==> src/hdl/q4bdp_pkg.sv <==
// Shared types, constants and fp32 arithmetic functions for the Q4 block dot product.
package q4bdp_pkg;

	localparam logic [3:0]  NIB_BIAS   = 4'd8;
	localparam logic [15:0] H_SIGN     = 16'h8000;
	localparam logic [15:0] H_EXP      = 16'h7C00;
	localparam logic [15:0] H_MANT     = 16'h03FF;
	localparam logic [7:0]  EXP_REBIAS = 8'd112;
	localparam logic [31:0] F_INF_EXP  = 32'h7F800000;
	localparam logic [31:0] F_QNAN     = 32'h7FC00000;

	typedef struct packed {
		logic [31:0] scale;
		logic [31:0] w_low;
		logic [31:0] w_high;
		logic [31:0] act_low;
		logic [31:0] act_high;
		logic        last;
	} work_t;

	function automatic logic [31:0] half_to_single(input logic [15:0] h);
		logic [4:0]  e;
		logic [9:0]  m;
		logic [3:0]  k;
		logic [9:0]  mn;
		logic [31:0] r;
		e = 5'((h & H_EXP) >> 10);
		m = 10'(h & H_MANT);
		k = 4'd0;
		for (int i = 0; i < 10; i++) begin
			if (m[i]) k = 4'(i);
		end
		mn = 10'(m << (4'd10 - k));
		if (e == 5'd0) begin
			if (m == 10'd0) r = {h[15], 31'b0};
			else r = {h[15], 8'(k) + EXP_REBIAS - 8'd9, mn, 13'b0};
		end else if (e == 5'h1F) begin
			r = {h[15], 31'b0} | F_INF_EXP | {9'b0, m, 13'b0};
		end else begin
			r = {h[15], 8'(e) + EXP_REBIAS, m, 13'b0};
		end
		return r;
	endfunction

	function automatic logic [31:0] nibble_to_single(input logic [3:0] n);
		logic [3:0]  mag;
		logic [1:0]  k;
		logic [26:0] t;
		mag = n[3] ? {1'b0, n[2:0]} : (NIB_BIAS - n);
		k = 2'd0;
		for (int i = 0; i < 4; i++) begin
			if (mag[i]) k = 2'(i);
		end
		t = {mag, 23'b0} >> k;
		if (mag == 4'd0) return 32'd0;
		return {~n[3], 8'd127 + 8'(k), t[22:0]};
	endfunction

	function automatic logic [31:0] fmul(input logic [31:0] a, input logic [31:0] b);
		logic               sgn;
		logic [7:0]         ea, eb;
		logic [23:0]        ma, mb;
		logic [47:0]        p, pn, pr;
		logic [5:0]         lz;
		logic               found, lost, g, st, a_nan, b_nan, a_inf, b_inf, a_z, b_z;
		logic signed [10:0] e;
		logic signed [10:0] amt;
		logic [31:0]        pk;
		sgn = a[31] ^ b[31];
		ea = a[30:23];
		eb = b[30:23];
		a_nan = (&ea) && (|a[22:0]);
		b_nan = (&eb) && (|b[22:0]);
		a_inf = (&ea) && !(|a[22:0]);
		b_inf = (&eb) && !(|b[22:0]);
		a_z = !(|a[30:0]);
		b_z = !(|b[30:0]);
		ma = {|ea, a[22:0]};
		mb = {|eb, b[22:0]};
		p = ma * mb;
		lz = 6'd0;
		found = 1'b0;
		for (int i = 47; i >= 0; i--) begin
			if (!found && p[i]) begin
				lz = 6'(47 - i);
				found = 1'b1;
			end
		end
		pn = p << lz;
		e = $signed({3'b0, (ea == 8'd0) ? 8'd1 : ea}) + $signed({3'b0, (eb == 8'd0) ? 8'd1 : eb})
			- 11'sd126 - $signed({5'b0, lz});
		lost = 1'b0;
		pr = pn;
		if (e < 11'sd1) begin
			amt = 11'sd1 - e;
			if (amt > 11'sd48) begin
				pr = 48'd0;
				lost = |pn;
			end else begin
				pr = pn >> amt[5:0];
				lost = ((pr << amt[5:0]) != pn);
			end
		end
		g = pr[23];
		st = (|pr[22:0]) | lost;
		pk = {1'b0, (e < 11'sd1) ? 8'd0 : e[7:0], pr[46:24]};
		pk = pk + 32'(g & (st | pr[24]));
		if (a_nan || b_nan) return F_QNAN;
		if (a_inf || b_inf) begin
			if (a_z || b_z) return F_QNAN;
			return {sgn, 31'b0} | F_INF_EXP;
		end
		if (a_z || b_z) return {sgn, 31'b0};
		if (e > 11'sd254) return {sgn, 31'b0} | F_INF_EXP;
		return {sgn, pk[30:0]};
	endfunction

	function automatic logic [31:0] fadd(input logic [31:0] a, input logic [31:0] b);
		logic [31:0] x, y, pk;
		logic [7:0]  ex, ey, d, lmax;
		logic [26:0] mx, my, my_s, t, s;
		logic [27:0] s28;
		logic [4:0]  lz;
		logic [8:0]  ef;
		logic        found, eq, a_nan, b_nan, a_inf, b_inf;
		a_nan = (&a[30:23]) && (|a[22:0]);
		b_nan = (&b[30:23]) && (|b[22:0]);
		a_inf = (&a[30:23]) && !(|a[22:0]);
		b_inf = (&b[30:23]) && !(|b[22:0]);
		if (a[30:0] >= b[30:0]) begin
			x = a;
			y = b;
		end else begin
			x = b;
			y = a;
		end
		ex = (x[30:23] == 8'd0) ? 8'd1 : x[30:23];
		ey = (y[30:23] == 8'd0) ? 8'd1 : y[30:23];
		mx = {|x[30:23], x[22:0], 3'b0};
		my = {|y[30:23], y[22:0], 3'b0};
		d = ex - ey;
		if (d > 8'd26) begin
			my_s = {26'b0, |my};
		end else begin
			t = my >> d;
			my_s = t | 27'((t << d) != my);
		end
		eq = (x[31] == y[31]);
		s28 = eq ? ({1'b0, mx} + {1'b0, my_s}) : ({1'b0, mx} - {1'b0, my_s});
		lz = 5'd0;
		found = 1'b0;
		for (int i = 26; i >= 0; i--) begin
			if (!found && s28[i]) begin
				lz = 5'(26 - i);
				found = 1'b1;
			end
		end
		lmax = ex - 8'd1;
		if (s28[27]) begin
			s = s28[27:1] | {26'b0, s28[0]};
			ef = {1'b0, ex} + 9'd1;
		end else if ({3'b0, lz} <= lmax) begin
			s = s28[26:0] << lz;
			ef = {1'b0, ex} - {4'b0, lz};
		end else begin
			s = s28[26:0] << lmax;
			ef = 9'd0;
		end
		pk = {1'b0, ef[7:0], s[25:3]};
		pk = pk + 32'(s[2] & ((|s[1:0]) | s[3]));
		if (a_nan || b_nan) return F_QNAN;
		if (a_inf && b_inf) return (a[31] != b[31]) ? F_QNAN : a;
		if (a_inf) return a;
		if (b_inf) return b;
		if (s28 == 28'd0) return eq ? {x[31], 31'b0} : 32'd0;
		if (ef > 9'd254) return {x[31], 31'b0} | F_INF_EXP;
		return {x[31], pk[30:0]};
	endfunction

	function automatic logic [31:0] canon_nan(input logic [31:0] r);
		if (((r & F_INF_EXP) == F_INF_EXP) && (|r[22:0])) return F_QNAN;
		return r;
	endfunction

endpackage

==> src/hdl/q4bdp_front.sv <==
// Front end: widens the scale, converts both nibbles and queues the word for the back end.
module q4bdp_front import q4bdp_pkg::*; (
	input  logic        clk,
	input  logic        arst_n,
	input  logic        push,
	output logic        full,
	input  logic [15:0] scale_bits,
	input  logic [7:0]  quant_byte,
	input  logic [31:0] act_low,
	input  logic [31:0] act_high,
	input  logic        last_pair,
	output logic        work_valid,
	input  logic        work_take,
	output work_t       work
);

	work_t       mem_q [2];
	logic        wr_q, rd_q;
	logic [1:0]  cnt_q;
	logic        do_push, do_pop;
	work_t       entry;

	assign full       = (cnt_q == 2'd2);
	assign work_valid = (cnt_q != 2'd0);
	assign work       = mem_q[rd_q];
	assign do_push    = push && !full;
	assign do_pop     = work_valid && work_take;

	always_comb begin
		entry.scale    = half_to_single(scale_bits);
		entry.w_low    = nibble_to_single(quant_byte[3:0]);
		entry.w_high   = nibble_to_single(quant_byte[7:4]);
		entry.act_low  = act_low;
		entry.act_high = act_high;
		entry.last     = last_pair;
	end

	always_ff @(posedge clk) begin
		if (do_push) mem_q[wr_q] <= entry;
	end

	always_ff @(posedge clk or negedge arst_n) begin
		if (!arst_n) begin
			wr_q  <= 1'b0;
			rd_q  <= 1'b0;
			cnt_q <= 2'd0;
		end else begin
			if (do_push) wr_q <= !wr_q;
			if (do_pop) rd_q <= !rd_q;
			cnt_q <= cnt_q + 2'(do_push) - 2'(do_pop);
		end
	end

endmodule

==> config.mk <==
export PLATFORM = sky130hd
export DESIGN_NAME = q4bdp_front
export DESIGN_NICKNAME = d
export VERILOG_FILES = /design/src/hdl/q4bdp_pkg.sv /design/src/hdl/q4bdp_front.sv
export SDC_FILE = /design/constraint.sdc
export NUM_CORES = 1
export LEC_CHECK = 0
export BUFFER_PORTS_ARGS = -buffer_cell sky130_fd_sc_hd__buf_2
export CORE_MARGIN = 4
export CORE_UTILIZATION = 43
export CTS_BUF_LIST = sky130_fd_sc_hd__clkbuf_4 sky130_fd_sc_hd__clkbuf_8
export DETAILED_ROUTE_END_ITERATION = 8
export GPL_TIMING_DRIVEN = 1
export PLACE_DENSITY = 0.7
export SYNTH_ARGS = -nofsm -noshare
export SYNTH_HDL_FRONTEND = slang
export SYNTH_SLANG_ARGS = --single-unit
==> constraint.sdc <==
create_clock -name clk -period 12 [get_ports clk]
set_input_delay 1.2 -clock clk [delete_from_list [all_inputs] [get_ports clk]]
set_output_delay 1.2 -clock clk [all_outputs]
set_load 0.02 [all_outputs]
Word level (Yosys, flattened, before mapping)
Memory sizes are Yosys's and may differ from the RTL's.
Cells that the tools add are included.
{"block": "op_classes", "n_shift": 3, "multipliers": 0, "n_reduce_logical": 10, "n_lt_le_gt_ge": 0, "addsub": 10, "bitwise": 3, "mux": 28, "div_mod_pow": 0, "n_eq_ne": 2}
{"operator": "2-to-1 mux 32 bit", "count": 6}
{"operator": ">> shifter 27 x 2 -> 23 bit", "count": 2}
{"operator": "OR 32 x 23 -> 32 bit", "count": 1}
{"operator": "2-to-1 mux 31 bit", "count": 1}
{"operator": "2-to-1 mux 4 bit", "count": 5}
{"operator": "adder 7 x 2 -> 8 bit (first input constant)", "count": 2}
{"operator": "2-to-1 mux 2 bit", "count": 6}
{"operator": "subtractor 4 bit (first input constant)", "count": 3}
{"operator": "logical NOT 10 bit", "count": 1}
{"operator": "left shift 10 x 4 -> 10 bit", "count": 1}
{"operator": "2-to-1 mux 3 bit", "count": 3}
{"operator": "adder 4 x 7 -> 8 bit (second input constant)", "count": 1}
{"operator": "adder 5 x 7 -> 8 bit (second input constant)", "count": 1}
{"operator": "logical NOT 4 bit", "count": 2}
{"operator": "subtractor 8 x 4 -> 8 bit (second input constant)", "count": 1}
{"operator": "2-to-1 mux 1 bit", "count": 7}
{"operator": "== test 5 bit (second input constant)", "count": 1}
{"operator": "logical NOT 5 bit", "count": 1}
{"operator": "logical NOT 1 bit", "count": 3}
{"operator": "adder 2 x 1 -> 2 bit", "count": 1}
{"operator": "== test 2 bit (second input constant)", "count": 1}
{"operator": "logical AND 1 bit", "count": 2}
{"operator": "inverter 1 bit", "count": 2}
{"operator": "nonzero test 2 bit", "count": 1}
{"operator": "subtractor 2 x 1 -> 2 bit", "count": 1}
{"block": "word_totals", "latchBits": 0, "rom_bits": 0, "memories": 1, "inputBits": 93, "out_inout_bits": 163, "wordCells": 60, "ff_bits": 4, "ram_bits": 322}
{"memory": "mem_q", "words": 2, "word_bits": 161, "rd": 1, "rd_clocked_by_memory_dff": 0, "write_ports": 1, "line_no": "q4bdp_front.sv:17", "text": "work_t mem_q [2];"}

Logic depth before layout (Yosys ltp)
Gate-level depths: netlist of run 1.
{"block": "logic_depth", "word_depth": 13, "depth_mapped": 9, "depth_no_buf": 8}

Least setup slack after synthesis of run 1
OpenSTA, ideal clock, no wires.
{"block": "synth_timing", "path_kind": "in2reg", "start": "in push", "end": "mem mem_q[0][0] in the netlist's numbering, enable pin", "t_arrival_ns": 5.415, "n_path_buf": 0, "slack_ns": 6.027, "t_required_ns": 11.443, "setup_time_ns": 0.557, "stages": 2, "cell_sequence": "nand2_1 -> nor2_1"}
{"block": "synth_between", "elab_chain_cells": 3}
{"element": "start, declared", "line_no": "q4bdp_front.sv:5", "text": "input logic push,"}
{"element": "logical AND 1 bit", "line_no": "q4bdp_front.sv:26", "text": "assign do_push = push && !full;"}
{"element": "2-to-1 mux 1 bit", "line_no": "q4bdp_front.sv:39", "text": "if (do_push) mem_q[wr_q] <= entry;"}
{"element": "2-to-1 mux 1 bit (not written as such)", "line_no": "q4bdp_front.sv:39"}
{"element": "end, declared", "line_no": "q4bdp_front.sv:17"}
No other way between the ends.

==> metrics.txt, run 1 <==
status finished, final reports clean; top cells by count, synth edfxtp_1 (198), mux2_2 (102), buf_4 (62), nor2_1 (31), nand2_1 (28); Worst VDD drop ~0.095 mV; Worst setup SP type register; core area between 0.02 and 0.025 mm^2; Synth Area per Inst 15.3 um^2; Area after DPL between 0.009 and 0.01 mm^2; internal power 0.00165 W; Synth Area in Compound Gates 5.91%; Setup crit end work[33]; Antenna Nets Post-Route 0; Critical Path RT 10.80 ns; initial DRC count 263; total negative slack 0 ns; maximum fanout along the worst path 60; fraction of layout cells with a size suffix above 1 46.0%; Critical Path Source rd_q; Seq/Total Area, Yosys between 60 and 70%; Core Rows between 50 and 60; FF-to-FF setup slack slightly above 9 ns; Initial Utilization 44.0%; Synth cell types 56; H-tree levels 2; Port Buffers 202; Worst Setup Path Type reg -> out; Worst-Skew Late Latency 0.48 ns; drt pass-1 iters 5; mux contribution to synthesized area between 10% and 20%; top-area cell type share of the netlist area 66.1%; dominant cells by area after synthesis edfxtp_1 (66%), mux2_2 (13%), buf_4 (5.2%); WL/cell 16.6 um; most common cell in the netlist edfxtp_1; Vias/cell 4.93; synthesized flop and latch total 202; final number of hold-violating endpoints 0; Placer Congestion roughly 0.89; Seq pwr share 41.5%; Slew headroom a little over a quarter; Finished Cell Area ~0.011 mm^2; leak pwr ~4.1 nW; Setup crit end kind primary output; TritonCTS sink count 202; utilization after layout 52.3%; Worst Path Buf+Inv 2; largest net degree at the start of global routing 63; initial antenna violation count 1; clock skew 0.0126 ns; simple-gate share of the synthesized area 4.52%; post-CTS resize count 0; Final nets 895; Antenna Diode Count 0; CTS tree built; worst slack, placed 8.39 ns; max_cap viols 0; largest family of logic cells by synthesized area multiplexers; XOR/XNOR Fraction of Synth Area 0.779%; global-route wire length before repair 28000 um; P&R area growth vs syn 18.7%; biggest area consumer among synthesized cells edfxtp_1; fin crit share 32.4%; Critical R2R Capture mem_q[0][13]; Routed WL 18000 um; number of global-route vias before repair between 5k and 6k; Reg clk slew, reported paths 0.06 ns; Post-synth ARST share 1.98%; pwr/cell area approximately 230 mW/mm^2; synthesized instance count 589; Post-CTS Hold Fix Bufs 0; Net Sw Frac 33.7%; reg2reg start cnt_q[1]; Crit path largest cell delay 0.80 ns; worst hold start cnt_q[1]; min-delay worst type reg -> reg; Synth Area in Adders 0.834%; overall routing resource usage 14.7%; root buffer cell clkbuf_8; endpoints failing setup 0; CP cell instances buf_4 -> mux2_2 -> buf_2; Die Span Y between 150 and 200 um; Detail Placement HPWL 12100 um; die area 0.0233 mm^2; I/O pin total about 260; Worst path depth 3; synthesized area between 0.008 and 0.009 mm^2; Final Power about 0.0025 W; Gate power share between 30% and 40%; final worst slack 8.11 ns; Clock Power Share 24.5%; Reg2Reg Depth 4; top_reg_cell synth edfxtp_1; clock buffer depth 3; DR vias ~5.4k; Tmin final roughly 3.9 ns; die width 153 um; postcts setup bufs 0; Ys Warns 0; post-route DRC violation count 0; hold path depth 1; fmax 257 MHz; TritonCTS buffer count 34; max-slew violation count 0; Critical-path top delay cell dfrtp_4; CP arrival between 2 and 3 ns; switching power 0.000838 W; RSZ-0062 raised after global routing no; critical path's top delay family buffers and inverters; Post-synth EDFFs between 150 and 200; Worst-Margin Slew 1.09 ns; grt total ovfl 0
==> layer usage <==
layer | global-route usage (%) | wire (um) | up-vias
met1 | 19.5 | 7830 | 2572
met4 | 4.41 | 308 | 0
met2 | 23.7 | 8510 | 247
li1 | - | - | 2518
met5 | 0 | 0 | -
met3 | 4.15 | 1380 | 26
==> power by group through the flow <==
stage / Clock, W / Sequential [W] / Combinational [W]
finish: 0.000610 / 0.00103 / 0.000843
global route: 0.000664 / 0.00105 / 0.000903
CTS: 0.000634 / 0.00103 / 0.000862
detailed placement: 0 / 0.00105 / 0.000858
global placement: 0 / 0.00104 / 0.000856
floorplan: 0 / 0.00103 / 0.000643
==> flip-flops by register name, summed over array words and instances, names as in the netlist <==
signal  cells
rd_q        1
cnt_q       2
mem_q     198
wr_q        1
==> area by class of cell <==
cell class              count  area [um^2]
flip-flops and latches    202         6050
repair buffers            205         1030
inverters                  13         48.8
fillers                  1715         9750
clock buffers              43          542
well taps                 270          338
clock inverters            14          140
multi-input cells         340         2530
==> placed cells by master (no fill, tap or decap), types with 4 or more instances in the layout <==
| master | instances |
|---|---|
| clkinv_1 | 6 |
| inv_1 | 12 |
| nand2_1 | 28 |
| o221ai_1 | 4 |
| ha_1 | 6 |
| nand3_1 | 5 |
| buf_2 | 202 |
| conb_1 | 57 |
| xnor2_1 | 5 |
| nor2_1 | 30 |
| nand2b_1 | 4 |
| clkinv_2 | 4 |
| a21oi_1 | 12 |
| edfxtp_1 | 198 |
| nor3_1 | 6 |
| nor2b_1 | 4 |
| o21ai_0 | 13 |
| clkbuf_8 | 35 |
| mux2i_1 | 4 |
| mux2_2 | 102 |
| clkbuf_4 | 8 |
| a211oi_1 | 5 |
==> metrics by stage <==
step           hold WS (ns)  cells
2_1_floorplan         0.460    645
3_3_place_gp          0.480   1030
3_5_place_dp          0.487   1030
4_1_cts               0.464   1087
5_1_grt               0.468   1087
6_report              0.499   1087
==> how the worst min path moves through the flow <==
stage	end	slack [ns]
after CTS	rd_q	0.46
after detailed placement	cnt_q[1]	0.49
after floorplan	cnt_q[1]	0.46
after global placement	cnt_q[1]	0.48
final	cnt_q[1]	0.50
after global routing	rd_q	0.47
==> logic make-up after synthesis <==
| kind of cell | count (synthesis) |
|---|---|
| flops | 202 |
| mux | 108 |
| buf+inv | 103 |
| simple gates | 89 |
| compound gates | 72 |
| xor+xnor | 8 |
| fa+ha+maj | 6 |
| other cells | 1 |
Note: power is estimated with default switching activity, not from simulation.
==> inputs of run 2 (changes only) <==
- PLACE_DENSITY: 0.7 -> 0.73
- clock period: 12 -> 3.45 ns (I/O delays scaled with it)
==> run 2 against run 1 <==
Against the previous run: worst hold slack worse by 0.46 ns; combinational power rose to 3.7 times the previous value; highest routed layer unchanged; power rose to 3.5 times the previous value; wire length is 4.2% higher; critical path type unchanged.
==> metrics.txt, run 2 (synthesis gave the netlist of run 1 again) <==
status finished, final reports clean (unchanged); Initial Utilization 44.0% (unchanged); post-CTS resize count 0 (unchanged); maximum fanout along the worst path 36 (was 60); largest net degree at the start of global routing 70 (was 63); Worst VDD drop 0.283 mV (was 0.0946 mV); initial DRC count 316 (was 263); Core Rows 52 (unchanged); dpl cells 1033 (was 1030); P&R area growth vs syn 23.2% (was 18.7%); Die Span Y 153 um (unchanged); drt pass-1 iters 4 (was 5); Reg clk slew, reported paths 0.06 ns (about the same); Tmin final 2.32 ns; clock skew 0.00941 ns (was 0.0126 ns); endpoints failing setup 0 (unchanged); Routed WL 18800 um (was 18000 um); TritonCTS buffer count 34 (unchanged); Vias/cell 4.86 (was 4.93); clock buffer depth 3 (unchanged); Final nets 937 (was 895); Crit path largest cell delay 0.44 ns (was 0.80 ns); I/O pin total 256 (unchanged); min-delay worst type in -> reg (was reg -> reg); core area 0.0204 mm^2 (unchanged); Slew headroom 38.7% (was 26.9%); max FFs per register 198 (unchanged); H-tree levels 2 (unchanged); leak pwr 4.31 nW (was 4.15 nW); Reg with most FFs mem_q (unchanged); Worst Hold Path EP mem_q[0][59] (was cnt_q[1]); pwr/cell area 775 mW/mm^2 (was 233 mW/mm^2); Critical-path top delay cell buf_4 (was dfrtp_4); Worst-Skew Late Latency 0.50 ns (was 0.48 ns); worst hold start act_low[26] (was cnt_q[1]); Detail Placement HPWL 12200 um (was 12100 um); CP arrival 1.97 ns (was 2.69 ns); Worst Setup Path Type reg -> out (unchanged); Port Buffers 202 (unchanged); Setup crit end kind primary output (unchanged); final number of hold-violating endpoints 0 (unchanged); most common cell after layout, fill and taps aside buf_2 (unchanged); Critical Path Source rd_q (unchanged); post-route DRC violation count 0 (unchanged); Worst setup SP type register (unchanged); DR vias 5504 (was 5363); TritonCTS sink count 202 (unchanged); fin crit share 67.2%; Reg2Reg Depth 4 (unchanged); utilization after layout 54.2% (was 52.3%); WL/cell 16.6 um (about the same); grt total ovfl 0 (unchanged); Critical Path RT 3.11 ns (was 10.80 ns); max_cap viols 0 (unchanged); root buffer cell clkbuf_8 (unchanged); fmax 432 MHz; CP cell instances buf_4 -> mux2_2 -> buf_2 (unchanged); most frequent cells in the layout buf_2 (202), edfxtp_1 (198), mux2_2 (102) (unchanged); hold path depth 1 (unchanged); fin cells 1132 (was 1087); die area 0.0233 mm^2 (unchanged); die width 153 um (unchanged); fraction of layout cells with a size suffix above 1 44.0% (was 46.0%); global-route wire length before repair 29700 um (was 28000 um); largest registers mem_q: 198 flops, cnt_q: 2 flops (unchanged); reg2reg start cnt_q[0] (was cnt_q[1]); Placer Congestion 0.850 (was 0.894); Area after DPL 0.0100 mm^2 (about the same); number of global-route vias before repair 5568 (was 5250); hold_ws 0.0434 ns (was 0.499 ns); Finished Cell Area 0.0111 mm^2 (was 0.0107 mm^2); max-slew violation count 0 (unchanged); Critical R2R Capture mem_q[0][150] (was mem_q[0][13]); Antenna Nets Post-Route 0 (unchanged); initial antenna violation count 0 (was 1); total negative slack 0 ns (unchanged); RSZ-0062 raised after global routing no (unchanged); Antenna Diode Count 0 (unchanged); CTS tree built (unchanged); FF-to-FF setup slack 1.53 ns (was 9.23 ns); overall routing resource usage 15.7% (was 14.7%); Worst-Margin Slew 0.919 ns (was 1.09 ns)
[run 2: cell count changes in the layout (fill, tap and decap cells not counted)]
cell | previous run | this run
clkinv_2 | 4 | 2
clkinv_1 | 6 | 9
bufinv_16 | 3 | 0
buf_4 | 3 | 4
clkbuf_8 | 35 | 37
inv_6 | 0 | 2
clkbuf_4 | 8 | 9
buf_12 | 0 | 2
dlygate4sd3_1 | 0 | 39
[run 2: worst max path at each step]
stage	endpoint	slack, ns	cells after the start
after floorplan	mem_q[1][0]	0.15	2
after global placement	mem_q[0][143]	1.03	7
after detailed placement	mem_q[1][143]	1.01	7
after CTS	work[91]	1.05	3
after global routing	work[91]	0.98	3
final	work[91]	1.13	3
[run 2: power breakdown]
| part | total (W) | switching, W | internal (W) | leakage [nW] |
|---|---|---|---|---|
| sequential | 0.00350 | 0.000120 | 0.00338 | 1.89 |
| clock | 0.00198 | 0.000886 | 0.00109 | 0.339 |
| combinational | 0.00311 | 0.00195 | 0.00116 | 2.09 |
| total | 0.00858 | 0.00296 | 0.00563 | 4.31 |
[run 2: area by class of cell]
| type | count | area [um^2] |
|---|---|---|
| repair buffers | 247 | 1470 |
| flip-flops and latches | 202 | 6050 |
| well taps | 270 | 338 |
| inverters | 13 | 48.8 |
| clock buffers | 46 | 577 |
| clock inverters | 14 | 68.8 |
| fillers | 1700 | 9350 |
| multi-input cells | 340 | 2530 |
[run 2: stage by stage]
step | total power, W | worst slack [ns]
after floorplan | 0.00578 | 0.147
final | 0.00858 | 1.13
after CTS | 0.00873 | 1.05
after detailed placement | 0.00666 | 1.01
after global placement | 0.00663 | 1.03
after global routing | 0.00908 | 0.977
[run 2: timing repair]
| item | 4_1_cts | 5_1_grt |
|---|---|---|
| endpoints found under the hold margin | 64 | 11 |
| setup buffers | 0 | 0 |
| hold buffers | 33 | 6 |
[run 2: critical path: cells and delay by family, from the launching register on]
| family | cells | cell delay, ns |
|---|---|---|
| buf+inv | 2 | 0.61 |
| flops | 1 | 0.43 |
| mux | 1 | 0.44 |
[run 2: per-layer routing]
layer	track usage [%]	vias up	part of all wire (%)	wire length (um)
met5	0	-	0	0
met4	5.39	0	2.3	438
met3	4.43	35	8.4	1580
met2	25.5	274	47	8910
met1	20.3	2591	42	7860
li1	-	2604	-	-
